--- src/design/u8d_pkg.sv ---
// shared types and constants for the utf-8 stream decoder
package u8d_pkg;

    localparam int unsigned BYTE_W = 8;
    localparam int unsigned CP_W   = 21;
    localparam int unsigned LEN_W  = 3;
    localparam int unsigned LEFT_W = 2;

    // byte class tags, compared against the top bits of a byte
    localparam logic [1:0] CONT_TAG  = 2'b10;
    localparam logic [2:0] LEAD2_TAG = 3'b110;
    localparam logic [3:0] LEAD3_TAG = 4'b1110;
    localparam logic [4:0] LEAD4_TAG = 5'b11110;

    // declared sequence lengths
    localparam logic [LEN_W-1:0] LEN_NONE  = 3'd0;
    localparam logic [LEN_W-1:0] LEN_ONE   = 3'd1;
    localparam logic [LEN_W-1:0] LEN_TWO   = 3'd2;
    localparam logic [LEN_W-1:0] LEN_THREE = 3'd3;
    localparam logic [LEN_W-1:0] LEN_FOUR  = 3'd4;

    // continuation bytes still expected
    localparam logic [LEFT_W-1:0] LEFT_IDLE  = 2'd0;
    localparam logic [LEFT_W-1:0] LEFT_ONE   = 2'd1;
    localparam logic [LEFT_W-1:0] LEFT_TWO   = 2'd2;
    localparam logic [LEFT_W-1:0] LEFT_THREE = 2'd3;

    typedef struct packed {
        logic [LEFT_W-1:0] bytes_left;
        logic [CP_W-1:0]   partial_value;
        logic [LEN_W-1:0]  sequence_length;
    } t_dec_state;

    typedef struct packed {
        logic [CP_W-1:0]  code_point;
        logic [LEN_W-1:0] seq_length;
        logic             error;
    } t_result;

    typedef struct packed {
        logic    emit;
        t_result res;
    } t_step_out;

endpackage

--- src/design/u8d_stream_if.sv ---
// handshake channels for input bytes and decoded code points
interface u8d_byte_if;
    logic                      valid;
    logic                      ready;
    logic [u8d_pkg::BYTE_W-1:0] data_byte;
    logic                      end_of_string;

    modport source (output valid, output data_byte, output end_of_string, input ready);
    modport sink   (input valid, input data_byte, input end_of_string, output ready);
endinterface

interface u8d_cp_if;
    logic                      valid;
    logic                      ready;
    logic [u8d_pkg::CP_W-1:0]  code_point;
    logic [u8d_pkg::LEN_W-1:0] seq_length;
    logic                      error;

    modport source (output valid, output code_point, output seq_length, output error,
                    input ready);
    modport sink   (input valid, input code_point, input seq_length, input error,
                    output ready);
endinterface

--- src/design/u8d_step.sv ---
// one decode step: next decoder state and optional result for one byte
module u8d_step (
    input  u8d_pkg::t_dec_state            i_state,
    input  logic [u8d_pkg::BYTE_W-1:0]     i_data_byte,
    input  logic                           i_end_of_string,
    output u8d_pkg::t_dec_state            o_state,
    output u8d_pkg::t_step_out             o_out
);
    import u8d_pkg::*;

    t_dec_state          idle_state;
    t_dec_state          lead_state;
    logic                lead_ok;
    logic [LEFT_W-1:0]   left_dec;
    logic [CP_W-1:0]     shifted;

    assign idle_state = '{bytes_left: LEFT_IDLE, partial_value: '0, sequence_length: LEN_NONE};
    assign left_dec   = LEFT_W'(i_state.bytes_left - LEFT_ONE);
    assign shifted    = {i_state.partial_value[CP_W-7:0], i_data_byte[5:0]};

    // lead byte classification
    always_comb begin
        lead_ok    = 1'b1;
        lead_state = idle_state;
        if (i_data_byte[7:5] == LEAD2_TAG) begin
            lead_state = '{bytes_left: LEFT_ONE,
                           partial_value: CP_W'(i_data_byte[4:0]),
                           sequence_length: LEN_TWO};
        end else if (i_data_byte[7:4] == LEAD3_TAG) begin
            lead_state = '{bytes_left: LEFT_TWO,
                           partial_value: CP_W'(i_data_byte[3:0]),
                           sequence_length: LEN_THREE};
        end else if (i_data_byte[7:3] == LEAD4_TAG) begin
            lead_state = '{bytes_left: LEFT_THREE,
                           partial_value: CP_W'(i_data_byte[2:0]),
                           sequence_length: LEN_FOUR};
        end else begin
            lead_ok = 1'b0;
        end
    end

    always_comb begin
        o_state = idle_state;
        o_out   = '{emit: 1'b0, res: '{code_point: '0, seq_length: LEN_NONE, error: 1'b0}};
        if (i_state.bytes_left == LEFT_IDLE) begin
            if (!i_data_byte[7]) begin
                o_out = '{emit: 1'b1,
                          res: '{code_point: CP_W'(i_data_byte), seq_length: LEN_ONE,
                                 error: 1'b0}};
            end else if (!lead_ok) begin
                o_out = '{emit: 1'b1,
                          res: '{code_point: '0, seq_length: LEN_NONE, error: 1'b1}};
            end else if (i_end_of_string) begin
                // multi-byte lead that is itself the last byte
                o_out = '{emit: 1'b1,
                          res: '{code_point: '0, seq_length: lead_state.sequence_length,
                                 error: 1'b1}};
            end else begin
                o_state = lead_state;
            end
        end else if (i_data_byte[7:6] != CONT_TAG) begin
            o_out = '{emit: 1'b1,
                      res: '{code_point: '0, seq_length: i_state.sequence_length,
                             error: 1'b1}};
        end else if (left_dec == LEFT_IDLE) begin
            o_out = '{emit: 1'b1,
                      res: '{code_point: shifted, seq_length: i_state.sequence_length,
                             error: 1'b0}};
        end else if (i_end_of_string) begin
            o_out = '{emit: 1'b1,
                      res: '{code_point: '0, seq_length: i_state.sequence_length,
                             error: 1'b1}};
        end else begin
            o_state = '{bytes_left: left_dec, partial_value: shifted,
                        sequence_length: i_state.sequence_length};
        end
    end

endmodule

--- src/design/utf8_stream_decoder.sv ---
// utf-8 stream decoder top level: input register, decode step, result register
// Takes one byte per beat and gives one code point beat for each finished sequence,
// or an error beat for a bad lead byte, a bad continuation byte or a sequence cut
// off by end of string. A byte is accepted every cycle as long as results are taken;
// a result beat is offered from the result register (the decode step works on the
// byte while it sits in the input register, and the result register loads it once
// it is free). The rate is set by the update of the decoder state from one
// registered byte. A result beat that is not taken holds the input register, so a
// held byte stalls the input in the same cycle as the output stalls.
// Bytes that only extend a sequence give no result beat.
module utf8_stream_decoder (
    input  logic     i_clk,
    input  logic     i_rst_n,
    u8d_byte_if.sink i_byte,
    u8d_cp_if.source o_cp
);
    import u8d_pkg::*;

    logic              r_in_valid;
    logic [BYTE_W-1:0] r_in_byte;
    logic              r_in_eos;
    t_dec_state        r_state;
    t_dec_state        n_state;
    logic              r_out_valid;
    t_result           r_out;
    t_step_out         step_out;
    logic              out_free;
    logic              in_ready;

    // result register can take a new value
    assign out_free = !r_out_valid || o_cp.ready;
    assign in_ready = !r_in_valid || out_free;

    assign i_byte.ready = in_ready;

    u8d_step u_step (
        .i_state         (r_state),
        .i_data_byte     (r_in_byte),
        .i_end_of_string (r_in_eos),
        .o_state         (n_state),
        .o_out           (step_out)
    );

    always_ff @(posedge i_clk) begin
        if (!i_rst_n) begin
            r_in_valid  <= 1'b0;
            r_out_valid <= 1'b0;
            r_state     <= '{bytes_left: LEFT_IDLE, partial_value: '0,
                             sequence_length: LEN_NONE};
        end else begin
            if (in_ready) begin
                r_in_valid <= i_byte.valid;
            end
            if (out_free) begin
                r_out_valid <= r_in_valid && step_out.emit;
                if (r_in_valid) begin
                    r_state <= n_state;
                end
            end
        end
    end

    // payload
    always_ff @(posedge i_clk) begin
        if (in_ready && i_byte.valid) begin
            r_in_byte <= i_byte.data_byte;
            r_in_eos  <= i_byte.end_of_string;
        end
        if (out_free && r_in_valid && step_out.emit) begin
            r_out <= step_out.res;
        end
    end

    assign o_cp.valid      = r_out_valid;
    assign o_cp.code_point = r_out.code_point;
    assign o_cp.seq_length = r_out.seq_length;
    assign o_cp.error      = r_out.error;

    a_err_zero_cp: assert property (@(posedge i_clk) disable iff (!i_rst_n)
        r_out_valid && r_out.error |-> r_out.code_point == '0)
        else $error("error beat with nonzero code point");

    a_good_len: assert property (@(posedge i_clk) disable iff (!i_rst_n)
        r_out_valid && !r_out.error |-> r_out.seq_length != LEN_NONE &&
                                        r_out.seq_length <= LEN_FOUR)
        else $error("good beat with bad length");

    a_one_byte: assert property (@(posedge i_clk) disable iff (!i_rst_n)
        r_out_valid && r_out.seq_length == LEN_ONE |->
            !r_out.error && r_out.code_point[CP_W-1:7] == '0)
        else $error("one-byte beat out of ascii range");

    a_idle_clear: assert property (@(posedge i_clk) disable iff (!i_rst_n)
        r_state.bytes_left == LEFT_IDLE |->
            r_state.partial_value == '0 && r_state.sequence_length == LEN_NONE)
        else $error("idle decoder holds stale state");

    a_left_vs_len: assert property (@(posedge i_clk) disable iff (!i_rst_n)
        r_state.bytes_left != LEFT_IDLE |->
            r_state.sequence_length > LEN_W'(r_state.bytes_left) &&
            r_state.sequence_length <= LEN_FOUR)
        else $error("bytes left inconsistent with sequence length");

endmodule
--- src/flat_wrapper.sv ---
// flat-port wrapper written by rule: the top's interface ports become plain ports
module utf8_stream_decoder_flat import u8d_pkg::*;
  (i_clk, i_rst_n, i_byte_valid, i_byte_data_byte, i_byte_end_of_string, i_byte_ready, o_cp_valid, o_cp_code_point, o_cp_seq_length, o_cp_error, o_cp_ready);
  u8d_byte_if i_byte_i ();
  u8d_cp_if o_cp_i ();
  input  logic i_clk;
  input  logic i_rst_n;
  input wire logic [$bits(i_byte_i.valid)-1:0] i_byte_valid;
  input wire logic [$bits(i_byte_i.data_byte)-1:0] i_byte_data_byte;
  input wire logic [$bits(i_byte_i.end_of_string)-1:0] i_byte_end_of_string;
  output wire logic [$bits(i_byte_i.ready)-1:0] i_byte_ready;
  output wire logic [$bits(o_cp_i.valid)-1:0] o_cp_valid;
  output wire logic [$bits(o_cp_i.code_point)-1:0] o_cp_code_point;
  output wire logic [$bits(o_cp_i.seq_length)-1:0] o_cp_seq_length;
  output wire logic [$bits(o_cp_i.error)-1:0] o_cp_error;
  input wire logic [$bits(o_cp_i.ready)-1:0] o_cp_ready;
  assign i_byte_i.valid = i_byte_valid;
  assign i_byte_i.data_byte = i_byte_data_byte;
  assign i_byte_i.end_of_string = i_byte_end_of_string;
  assign i_byte_ready = i_byte_i.ready;
  assign o_cp_valid = o_cp_i.valid;
  assign o_cp_code_point = o_cp_i.code_point;
  assign o_cp_seq_length = o_cp_i.seq_length;
  assign o_cp_error = o_cp_i.error;
  assign o_cp_i.ready = o_cp_ready;
  utf8_stream_decoder u_core (.i_clk(i_clk), .i_rst_n(i_rst_n), .i_byte(i_byte_i), .o_cp(o_cp_i));
endmodule
--- config.mk ---
export PLATFORM = sky130hd
export DESIGN_NAME = utf8_stream_decoder_flat
export DESIGN_NICKNAME = d
export VERILOG_FILES = /design/src/design/u8d_pkg.sv /design/src/design/u8d_stream_if.sv /design/src/design/u8d_step.sv /design/src/design/utf8_stream_decoder.sv /design/src/flat_wrapper.sv
export SDC_FILE = /design/constraint.sdc
export NUM_CORES = 1
export LEC_CHECK = 0
export BUFFER_PORTS_ARGS = -buffer_cell sky130_fd_sc_hd__buf_4
export CAP_MARGIN = 20
export CORE_MARGIN = 4
export CORE_UTILIZATION = 45
export DETAILED_ROUTE_END_ITERATION = 8
export GPL_TIMING_DRIVEN = 0
export HOLD_SLACK_MARGIN = 0.02
export PLACE_DENSITY = 0.65
export SLEW_MARGIN = 10
export SYNTH_ARGS = -nofsm -noshare
export SYNTH_HDL_FRONTEND = slang
export SYNTH_HIERARCHICAL = 1
export SYNTH_SLANG_ARGS = --single-unit
--- constraint.sdc ---
create_clock -name i_clk -period 3.5 [get_ports i_clk]
set_clock_uncertainty 0.1 [all_clocks]
set_input_delay 0.35 -clock i_clk [delete_from_list [all_inputs] [get_ports i_clk]]
set_output_delay 0.35 -clock i_clk [all_outputs]
set_load 0.02 [all_outputs]
==> results by group <==
Die
  – Num rows: 27
  – I/O pin count: 40
  – Die height: 83.13 um
  – Starting density of the core: between 40% and 50%
  – Die area: roughly 6900 um^2
  – Core ar.: about 5500 um^2
  – Die span in x: between 80 and 90 um

Global routing
  – GRT Resource Usage Total: ~15%
  – Vias in the first global route: roughly 1700
  – Global route overflow: 0
  – Global-route wire length before repair: about 8000 um
  – Pin count of the biggest net entering global routing: 18
  – Initial antenna violation count: 0

Worst setup path
  – Worst R2R Setup Slack: approximately 1.1 ns
  – Worst Reg2Reg Path Length in Cells: 8
  – Critical path cell sequence: inv_1 > ha_1 > nand2_1 > o32ai_2 > inv_1 > nand2_1 > nor2_2 > buf_8
  – CP startpoint: u_core/r_state[24]
  – Max incr delay on CP: about 0.50 ns
  – Crit path buf inv count: 3
  – Kind of critical path: reg -> reg
  – Worst r2r src: u_core/r_state[24]
  – Crit path required time: between 3 and 4 ns
  – CP top delay family: simple AND/OR/NAND/NOR gates
  – Crit start category: flop
  – CP endpoint kind: flop
  – CP Data Arrival Time: between 2 and 2.5 ns
  – Largest fanout on the critical path: 15
  – Crit-path slowest cell: nor2_2
  – Reg-to-Reg End: u_core/o_cp.code_point[10]

Cells and area
  – Filler cells: between 400 and 500
  – Final net count: around 290
  – Area of all placed cells without fillers: roughly 3000 um^2
  – Layout area overhead: 19.01%
  – Ant diodes: 0
  – Layout cells sized above 1: a little under a quarter

Timing
  – Slew HR: 56.70%
  – Fin crit share: 68.21%
  – Worst slew pin tran: 0.6488 ns
  – FMAX: around 420 MHz
  – Hold Fails Final Rpt: 0
  – Final Critical Period: approximately 2.4 ns
  – Max Slew Vio Count: 0
  – RSZ-0062 raised after global routing: no
  – Final setup vio count: 0
  – Setup TNS: 0 ns

Route
  – Antenna viol nets, final: 0
  – Wire length per cell: approximately 14 um
  – Vias/cell: between 4 and 5
  – Pre-antenna DRT Iters: 4
  – DRT iter0 DRCs: 95
  – Total vias in the final route: about 1700
  – Drt drc: 0
  – Final wirelength: roughly 4700 um

Hold path
  – Hold path depth: 1
  – Hold Path Class: in -> reg
  – Worst Hold Path EP: u_core/r_in_byte[2]
  – Hold Startpoint: i_byte_data_byte[2]

CTS
  – Max Root-Sink Buffers: 2
  – Root Driver: clkbuf_8
  – Postcts setup bufs: 0
  – Clock latency on the worst-skew pair: 0.31 ns
  – Sink Count: 56
  – Post-cts resize count: 0
  – Clock-pin slew on the worst setup and hold paths: approximately 0.10 ns
  – Hold Buf Count CTS: 0
  – Total CTS buffers: 5
  – CTS tree: yes
  – Htree depth: 2

Synthesis
  – Yosys warnings: 6
  – Syn_area_per_cell: ~11 um^2
  – Post-Synthesis Net Count: 240
  – Mapped Cells: 225
  – Post-Syn Area: approximately 2500 um^2

Placed design
  – Placed Instance Area: 2933 um^2
  – Final RePlAce weighted congestion: 0.7845
  – Buffers on Ports: 38
  – DP HPWL: 3441 um

Status
  – Outcome: completed

Power
  – Lkg Pwr: roughly 1.2 nW
  – Cell Pwr Density: slightly below 400 nW/um^2
  – Design Power: 1.201 mW
  – Peak VDD IR: between 0.0002 and 0.00025 V

Flow run
  – Max Cap Viol: 0
## power by group
| part | switching, mW | leakage (nW) | internal, mW |
|---|---|---|---|
| sequential | 0.0102 | 0.505 | 0.721 |
| clock | 0.205 | 0.0412 | 0.140 |
| combinational | 0.0697 | 0.634 | 0.0546 |
## per-stage QoR
step | cells | utilization [%] | hold WS (ns) | worst slack, ns
final | 345 | 54.90 | 0.1059 | 1.113
after global routing | 345 | 54.90 | 0.08870 | 0.9010
after CTS | 344 | 54.81 | 0.09297 | 0.9794
after detailed placement | 336 | 53.26 | 0.3513 | 1.006
after global placement | 335 | 52.94 | 0.3426 | 0.2078
after floorplan | 225 | - | 0.3301 | 0.8625
## how the worst max path moves through the flow
stage | end | depth (start not counted) | slack, ns
detailed placement | u_core/o_cp.code_point[2] | 5 | 1.01
CTS | u_core/o_cp.code_point[3] | 5 | 0.98
global placement | u_core/o_cp.code_point[7] | 7 | 0.21
floorplan | u_core/o_cp.code_point[0] | 7 | 0.86
global route | u_core/o_cp.seq_length[0] | 8 | 0.90
finish | u_core/o_cp.code_point[10] | 8 | 1.11
## routing by layer
metal	global-route usage [%]	vias up	share of wire (%)
met3	3.770	6	3.9
li1	-	861	-
met1	18.02	787	44
met4	6.241	0	1.8
met2	24.78	32	50
met5	0	-	0
## flip-flops by register name, summed over array words and instances (netlist names)
register / count
u_core/o_cp.error: 1
u_core/r_in_eos: 1
u_core/r_state: 20
u_core/o_cp.seq_length: 3
u_core/r_in_byte: 8
u_core/o_cp.valid: 1
u_core/o_cp.code_point: 21
u_core/r_in_valid: 1
## area by class of cell
type | instances | area [um^2] | area share (%)
buffer | 17 | 118.9 | 3.932
tap | 72 | 90.09 | 2.980
timing repair buffer | 40 | 305.3 | 10.10
clock inverter | 2 | 12.51 | 0.4139
multi-input combinational | 146 | 939.7 | 31.08
sequential | 56 | 1461 | 48.34
clock buffer | 6 | 72.57 | 2.401
inverter | 6 | 22.52 | 0.7450
## cells in the final DEF, fill, tap and decap left out, drive strengths merged
master    instances
inv               6
o21a              1
a211oi            2
nor2              4
a21o              1
and2b             3
a31o              1
a311oi            1
clkinv            1
ha                2
nor2b            10
buf              49
o32ai             2
a31oi             2
nand3b            1
nand2b            1
clkbuf           14
a41o              1
and3b             1
or4b              1
o2111a            1
mux2i            20
a21oi             4
a22o              1
o211a             1
a32o              1
clkinvlp          1
and3              1
dfxtp            22
edfxtp           34
nor3              3
and2             28
o22ai             1
nand4             1
nand2            49
nor4bb            1
Power figures use the tool's default switching activity.
